==> config.mk <==
export PLATFORM = sky130hd
export DESIGN_NAME = luhn_card_number_classifier
export DESIGN_NICKNAME = d
export VERILOG_FILES = /design/src/rtl/luhn_pkg.sv /design/src/rtl/luhn_cell.sv /design/src/rtl/luhn_acc.sv /design/src/rtl/luhn_card_number_classifier.sv
export SDC_FILE = /design/constraint.sdc
export NUM_CORES = 1
export LEC_CHECK = 0
export ABC_AREA = 0
export BUFFER_PORTS_ARGS = -buffer_cell sky130_fd_sc_hd__buf_2
export CORE_MARGIN = 2
export CORE_UTILIZATION = 64
export CTS_CLUSTER_DIAMETER = 40
export DETAILED_ROUTE_END_ITERATION = 16
export PLACE_DENSITY_LB_ADDON = 0.2
export SLEW_MARGIN = 20
export SYNTH_ARGS = -nofsm -noshare
export SYNTH_HDL_FRONTEND = slang
export SYNTH_HIERARCHICAL = 1
export SYNTH_SLANG_ARGS = --single-unit
==> constraint.sdc <==
create_clock -name clk -period 12.65 [get_ports clk]
set_clock_uncertainty 0.15 [all_clocks]
set_input_delay 1.265 -clock clk [delete_from_list [all_inputs] [get_ports clk]]
set_output_delay 1.265 -clock clk [all_outputs]
set_load 0.03 [all_outputs]
==> src/rtl/luhn_pkg.sv <==
// Shared types, constants and helper functions of the Luhn card number classifier.
package luhn_pkg;

  localparam int CARD_W    = 63;
  localparam int NUM_CELLS = 19;
  localparam int DIGIT_W   = 4;
  localparam int TOTAL_W   = 5;
  localparam int KIND_W    = 2;
  localparam int POS_W     = 5;

  localparam logic [KIND_W-1:0] KIND_NONE = 2'd0;
  localparam logic [KIND_W-1:0] KIND_AMEX = 2'd1;
  localparam logic [KIND_W-1:0] KIND_MC   = 2'd2;
  localparam logic [KIND_W-1:0] KIND_VISA = 2'd3;

  typedef struct packed {
    logic clr;
    logic dabble;
    logic scan;
  } cell_ctrl_t;

  typedef struct packed {
    logic             clr;
    logic             en;
    logic [POS_W-1:0] pos;
  } scan_ctrl_t;

  typedef struct packed {
    logic               ok;
    logic [TOTAL_W-1:0] total;
    logic [DIGIT_W-1:0] lead1;
    logic [DIGIT_W-1:0] lead_lo;
  } acc_stat_t;

  // doubled digit folded to a single digit
  function automatic logic [DIGIT_W-1:0] luhn_dbl(input logic [DIGIT_W-1:0] d);
    logic [DIGIT_W:0] t;
    t = {d, 1'b0};
    if (t > 5'd9) begin
      return DIGIT_W'(t - 5'd9);
    end
    return t[DIGIT_W-1:0];
  endfunction

endpackage

==> src/rtl/luhn_cell.sv <==
// One BCD digit cell: double-dabble shift during conversion, digit shift during the scan.
module luhn_cell (
  input  logic                         clk,
  input  luhn_pkg::cell_ctrl_t         ctrl,
  input  logic                         bit_in,
  input  logic [luhn_pkg::DIGIT_W-1:0] digit_in,
  output logic                         bit_out,
  output logic [luhn_pkg::DIGIT_W-1:0] digit_out
);

  logic [luhn_pkg::DIGIT_W-1:0] digit_r;
  logic [luhn_pkg::DIGIT_W-1:0] digit_nxt;
  logic [luhn_pkg::DIGIT_W-1:0] adj;

  assign adj       = (digit_r >= 4'd5) ? (digit_r + 4'd3) : digit_r;
  assign bit_out   = adj[luhn_pkg::DIGIT_W-1];
  assign digit_out = digit_r;

  always_comb begin
    digit_nxt = digit_r;
    if (ctrl.clr) begin
      digit_nxt = '0;
    end else if (ctrl.dabble) begin
      digit_nxt = {adj[luhn_pkg::DIGIT_W-2:0], bit_in};
    end else if (ctrl.scan) begin
      digit_nxt = digit_in;
    end
  end

  always_ff @(posedge clk) begin
    digit_r <= digit_nxt;
  end

endmodule

==> src/rtl/luhn_acc.sv <==
// Digit scan at the end of the cell row: Luhn sum mod ten, digit count and leading digits.
module luhn_acc (
  input  logic                         clk,
  input  luhn_pkg::scan_ctrl_t         ctrl,
  input  logic [luhn_pkg::DIGIT_W-1:0] digit,
  output luhn_pkg::acc_stat_t          stat
);

  logic [luhn_pkg::DIGIT_W-1:0] sum_r, sum_nxt;
  logic [luhn_pkg::DIGIT_W-1:0] prev_r, prev_nxt;
  logic [luhn_pkg::DIGIT_W-1:0] lead1_r, lead1_nxt;
  logic [luhn_pkg::DIGIT_W-1:0] lead_lo_r, lead_lo_nxt;
  logic [luhn_pkg::POS_W-1:0]   last_nz_r, last_nz_nxt;
  logic [luhn_pkg::DIGIT_W-1:0] contrib;
  logic [luhn_pkg::DIGIT_W:0]   s;

  assign contrib = ctrl.pos[0] ? luhn_pkg::luhn_dbl(digit) : digit;
  assign s       = {1'b0, sum_r} + {1'b0, contrib};

  always_comb begin
    sum_nxt     = sum_r;
    prev_nxt    = prev_r;
    lead1_nxt   = lead1_r;
    lead_lo_nxt = lead_lo_r;
    last_nz_nxt = last_nz_r;
    if (ctrl.clr) begin
      sum_nxt     = '0;
      prev_nxt    = '0;
      lead1_nxt   = '0;
      lead_lo_nxt = '0;
      last_nz_nxt = '0;
    end else if (ctrl.en) begin
      sum_nxt  = (s >= 5'd10) ? luhn_pkg::DIGIT_W'(s - 5'd10) : s[luhn_pkg::DIGIT_W-1:0];
      prev_nxt = digit;
      if (digit != '0) begin
        last_nz_nxt = ctrl.pos;
        lead1_nxt   = digit;
        lead_lo_nxt = prev_r;
      end
    end
  end

  always_ff @(posedge clk) begin
    sum_r     <= sum_nxt;
    prev_r    <= prev_nxt;
    lead1_r   <= lead1_nxt;
    lead_lo_r <= lead_lo_nxt;
    last_nz_r <= last_nz_nxt;
  end

  assign stat.ok      = (sum_r == '0);
  assign stat.total   = luhn_pkg::TOTAL_W'(last_nz_r) + luhn_pkg::TOTAL_W'(1);
  assign stat.lead1   = lead1_r;
  assign stat.lead_lo = lead_lo_r;

endmodule

==> src/rtl/luhn_card_number_classifier.sv <==
// Top level of the Luhn card number classifier: sequencer, cell row, scan and output register.
// A request passes through the bit-serial double dabble into the 19-cell BCD row, the digit-serial
// scan out of the row and a finish state that loads the output register; the finish state waits
// while the output register holds an untaken result. A new request is taken only in idle.
// A new request is taken while a finished result waits in the output register.
// Reset (rst_n, synchronous, active low) clears the sequencer and the output valid flag.
module luhn_card_number_classifier #(
  parameter int MAX_DIGITS = 19
) (
  input  logic        clk,
  input  logic        rst_n,
  input  logic        in_tvalid,
  output logic        in_tready,
  input  logic [63:0] in_tdata,   // [62:0] card_value, [63] zero
  output logic        out_tvalid,
  input  logic        out_tready,
  output logic [7:0]  out_tdata   // [1:0] card_kind, [2] checksum_ok, [7:3] digit_total
);

  localparam logic [1:0] ST_IDLE = 2'd0;
  localparam logic [1:0] ST_CONV = 2'd1;
  localparam logic [1:0] ST_SCAN = 2'd2;
  localparam logic [1:0] ST_FIN  = 2'd3;

  localparam int CNT_W = 6;
  localparam logic [CNT_W-1:0] CONV_LAST = CNT_W'(luhn_pkg::CARD_W - 1);
  localparam logic [CNT_W-1:0] SCAN_LAST = CNT_W'(luhn_pkg::NUM_CELLS - 1);

  logic [1:0]                  state_r, state_nxt;
  logic [CNT_W-1:0]            cnt_r, cnt_nxt;
  logic [luhn_pkg::CARD_W-1:0] sh_r, sh_nxt;
  logic                        out_valid_r, out_valid_nxt;
  logic [7:0]                  out_data_r, out_data_nxt;

  logic                        accept;
  logic                        out_free;
  luhn_pkg::cell_ctrl_t        cctrl;
  luhn_pkg::scan_ctrl_t        sctrl;
  luhn_pkg::acc_stat_t         stat;

  logic [luhn_pkg::DIGIT_W-1:0] digit_w [luhn_pkg::NUM_CELLS];
  logic                         carry_w [luhn_pkg::NUM_CELLS];

  assign in_tready  = (state_r == ST_IDLE);
  assign accept     = in_tvalid && in_tready;
  assign out_free   = !out_valid_r || out_tready;
  assign out_tvalid = out_valid_r;
  assign out_tdata  = out_data_r;

  assign cctrl.clr    = accept;
  assign cctrl.dabble = (state_r == ST_CONV);
  assign cctrl.scan   = (state_r == ST_SCAN);

  assign sctrl.clr = accept;
  assign sctrl.en  = (state_r == ST_SCAN);
  assign sctrl.pos = cnt_r[luhn_pkg::POS_W-1:0];

  for (genvar i = 0; i < luhn_pkg::NUM_CELLS; i++) begin : g_cell
    logic                         bin;
    logic [luhn_pkg::DIGIT_W-1:0] din;
    if (i == 0) begin : g_first
      assign bin = sh_r[luhn_pkg::CARD_W-1];
    end else begin : g_mid
      assign bin = carry_w[i-1];
    end
    if (i == luhn_pkg::NUM_CELLS - 1) begin : g_top
      assign din = '0;
    end else begin : g_low
      assign din = digit_w[i+1];
    end
    luhn_cell u_cell (
      .clk       (clk),
      .ctrl      (cctrl),
      .bit_in    (bin),
      .digit_in  (din),
      .bit_out   (carry_w[i]),
      .digit_out (digit_w[i])
    );
  end

  luhn_acc u_acc (
    .clk   (clk),
    .ctrl  (sctrl),
    .digit (digit_w[0]),
    .stat  (stat)
  );

  logic                          over;
  logic                          ok_f;
  logic [luhn_pkg::KIND_W-1:0]   kind;
  logic [luhn_pkg::TOTAL_W-1:0]  total_f;

  always_comb begin
    over    = (stat.total > luhn_pkg::TOTAL_W'(MAX_DIGITS));
    ok_f    = stat.ok && !over;
    total_f = over ? luhn_pkg::TOTAL_W'(MAX_DIGITS) : stat.total;
    kind    = luhn_pkg::KIND_NONE;
    if (ok_f) begin
      if (stat.total == 5'd15 && stat.lead1 == 4'd3 &&
          (stat.lead_lo == 4'd4 || stat.lead_lo == 4'd7)) begin
        kind = luhn_pkg::KIND_AMEX;
      end else if (stat.total == 5'd16 && stat.lead1 == 4'd5 &&
                   stat.lead_lo >= 4'd1 && stat.lead_lo <= 4'd5) begin
        kind = luhn_pkg::KIND_MC;
      end else if ((stat.total == 5'd13 || stat.total == 5'd16) && stat.lead1 == 4'd4) begin
        kind = luhn_pkg::KIND_VISA;
      end
    end
  end

  always_comb begin
    state_nxt     = state_r;
    cnt_nxt       = cnt_r;
    sh_nxt        = sh_r;
    out_valid_nxt = out_valid_r;
    out_data_nxt  = out_data_r;
    if (out_valid_r && out_tready) begin
      out_valid_nxt = 1'b0;
    end
    unique case (state_r)
      ST_IDLE: begin
        if (accept) begin
          sh_nxt    = in_tdata[luhn_pkg::CARD_W-1:0];
          cnt_nxt   = '0;
          state_nxt = ST_CONV;
        end
      end
      ST_CONV: begin
        sh_nxt = {sh_r[luhn_pkg::CARD_W-2:0], 1'b0};
        if (cnt_r == CONV_LAST) begin
          cnt_nxt   = '0;
          state_nxt = ST_SCAN;
        end else begin
          cnt_nxt = cnt_r + CNT_W'(1);
        end
      end
      ST_SCAN: begin
        if (cnt_r == SCAN_LAST) begin
          state_nxt = ST_FIN;
        end else begin
          cnt_nxt = cnt_r + CNT_W'(1);
        end
      end
      ST_FIN: begin
        if (out_free) begin
          out_valid_nxt = 1'b1;
          out_data_nxt  = {total_f, ok_f, kind};
          state_nxt     = ST_IDLE;
        end
      end
      default: state_nxt = ST_IDLE;
    endcase
  end

  always_ff @(posedge clk) begin
    if (!rst_n) begin
      state_r     <= ST_IDLE;
      cnt_r       <= '0;
      out_valid_r <= 1'b0;
    end else begin
      state_r     <= state_nxt;
      cnt_r       <= cnt_nxt;
      out_valid_r <= out_valid_nxt;
    end
  end

  always_ff @(posedge clk) begin
    sh_r       <= sh_nxt;
    out_data_r <= out_data_nxt;
  end

endmodule

==> results_dict.tcl <==
set metrics [dict create \
    status "completed" \
    p_leak_nw 4.035 \
    cts_max_level 4 \
    syn_area_per_cell_um2 9.816 \
    dp_hpwl_um 11980 \
    path_cells "inv_1, ha_1, inv_1, a21oi_1, a21oi_1, ha_1, inv_1, fa_1, xnor2_2, inv_1, ha_1, o31ai_1, a311o_1, or3_1, a311oi_2" \
    grt_max_degree 275 \
    clk_latency_ps 440 \
    post_drt_wl_per_cell_um 14.29 \
    drt_wl_total_um 19040 \
    relSlewSlack_pct 20.74 \
    finalMaxSlewViolations 0 \
    crit_buf_inv 4 \
    layout-drive-gt1-share_pct 18.74 \
    startpoint_type "flop" \
    critPathMaxStageDelay_ps 530 \
    gp_congestion 0.7548 \
    cp_common_cell "inv_1" \
    vias_per_cell 5.792 \
    cp_top_family "adder cells" \
    yosysWarnings 6 \
    grt_pass1_wl_um 31860 \
    critPathKind "reg -> reg" \
    worst_path_max_delay_cell "dfxtp_1" \
    fin_cells 1332 \
    worstPathRequired_ps 12850 \
    clock.fmax_mhz 269.3 \
    fill_cells 1160 \
    crit_arrival_ps 3920 \
    end_kind "flop" \
    cts.repair.resized 0 \
    irDropWorstVdd_uv 175.7 \
    max_cap_viol_count 0 \
    die-area_um2 16880 \
    ctsLongestPathBuffers 2 \
    finalCritPeriodShare_pct 29.36 \
    drc_errors 0 \
    grt-ovfl-total 0 \
    placed_cells 1299 \
    cts_root_buf "clkbuf_16" \
    worst_pin_slew_ps 1189 \
    die_w_um 129.9 \
    tns_ps 0 \
    cts_tree "yes" \
    cts_hold_buffers 0 \
    syn_inst 1034 \
    syn_area_um2 10150 \
    hold-worst-slack_ps 326.5 \
    core-area_um2 15710 \
    rsz0062_at_grt "false" \
    nets 1223 \
    numCtsBuffers 17 \
    antenna_left 0 \
    clock-sinks 177 \
    antenna_found_initial 1 \
    cts_setup_buffers 0 \
    vias 7715 \
    grt_usage_pct 23.05 \
    dieHeight_um 129.9 \
    area_growth_pct 11.05 \
    fin_crit_ps 3714 \
    hold_path_class "reg -> reg" \
    portBuffers 76 \
    ios 78 \
    setup_violations 0 \
    first_iter_violations 496 \
    power_density_nw_per_um2 213.9 \
    start_util_pct 64.60 \
    total_power_mw 2.411 \
    clk_pin_slew_worst_paths_ps 70 \
    crit_path_max_fanout 10 \
    finalHoldViolCount 0 \
    grt_pass1_vias 7065 \
    first_pass_iters 5 \
    num_rows 46 \
]
==> area by class of cell <==
type | count | area (µm²) | area share, %
multi-input combinational | 771 | 5523 | 49.00
sequential | 177 | 4254 | 37.74
timing repair buffer | 81 | 430.4 | 3.819
clock buffer | 17 | 425.4 | 3.774
tap | 216 | 270.3 | 2.398
inverter | 54 | 202.7 | 1.798
clock inverter | 15 | 162.7 | 1.443
antenna | 1 | 2.502 | 0.02220
==> layout by cell type (no fill, tap or decap), types with 3 or more instances in the layout <==
| master | count |
|---|---|
| nor2_1 | 100 |
| or2b_1 | 19 |
| a31oi_1 | 20 |
| nor3_1 | 3 |
| or4b_1 | 19 |
| edfxtp_1 | 71 |
| inv_6 | 4 |
| nand2_1 | 95 |
| a211oi_1 | 3 |
| a21oi_1 | 68 |
| buf_4 | 4 |
| buf_2 | 76 |
| dfxtp_1 | 106 |
| a221oi_1 | 19 |
| xor2_1 | 3 |
| o21a_1 | 21 |
| ha_1 | 50 |
| clkbuf_16 | 17 |
| mux2i_1 | 55 |
| o311ai_1 | 19 |
| nand4b_1 | 20 |
| inv_8 | 6 |
| inv_1 | 54 |
| xnor2_1 | 4 |
| nor3b_1 | 21 |
| and3_1 | 3 |
| conb_1 | 4 |
| nand2b_1 | 24 |
| nor2b_1 | 7 |
| mux2_2 | 63 |
| o21ai_0 | 65 |
| nand3_1 | 7 |
| a21oi_2 | 19 |
==> through the flow <==
step	instance area [µm²]	util, %	worst slack, ps
global route	11270	71.72	8660
global placement	10680	67.97	9033
CTS	11270	71.72	8936
detailed placement	10680	67.97	8971
finish	11270	71.73	8936
floorplan	10160	-	8588
==> worst reg2reg max path: cells and delay by family, from the launching register on <==
family	cells	cell delay (ps)
simple gates	1	330
fa+ha+maj	4	1120
buf+inv	4	300
compound gates	5	1020
xor+xnor	1	180
flops	1	530
==> power by group <==
part / internal [mW] / total [mW] / switching [mW]
sequential: 0.799 / 0.936 / 0.137
clock: 0.282 / 0.531 / 0.249
combinational: 0.397 / 0.944 / 0.548
total: 1.48 / 2.41 / 0.933
==> metal layers <==
layer	track usage (%)	part of all wire, %	routed length, µm
met2	37.82	48	9170
met4	6.325	1.1	215
met3	7.175	4.1	778
met5	0	0.079	15
met1	29.67	47	8856
==> sequential cells by signal, indices dropped and copies added, names as in the netlist <==
register	count
g_cell.u_cell/digit_out	76
sh_r	63
out_tdata	8
cnt_r	6
u_acc/last_nz_r	5
u_acc/lead1_r	4
u_acc/lead_lo_r	4
u_acc/prev_r	4
u_acc/sum_r	4
state_r	2
out_tvalid	1
==> worst paths after layout <==
kind / from / slack, ps / to / cells after the start
hold / removal: u_acc/prev_r[3] / 330 / u_acc/prev_r[3] / 2
setup / recovery: g_cell[0].u_cell/digit_out[0] / 8940 / u_acc/sum_r[1] / 15
setup reg to reg: g_cell[0].u_cell/digit_out[0] / 8940 / u_acc/sum_r[1] / 15
hold reg to reg: u_acc/prev_r[3] / 330 / u_acc/prev_r[3] / 2
Note: power is estimated with default switching activity, not from simulation.
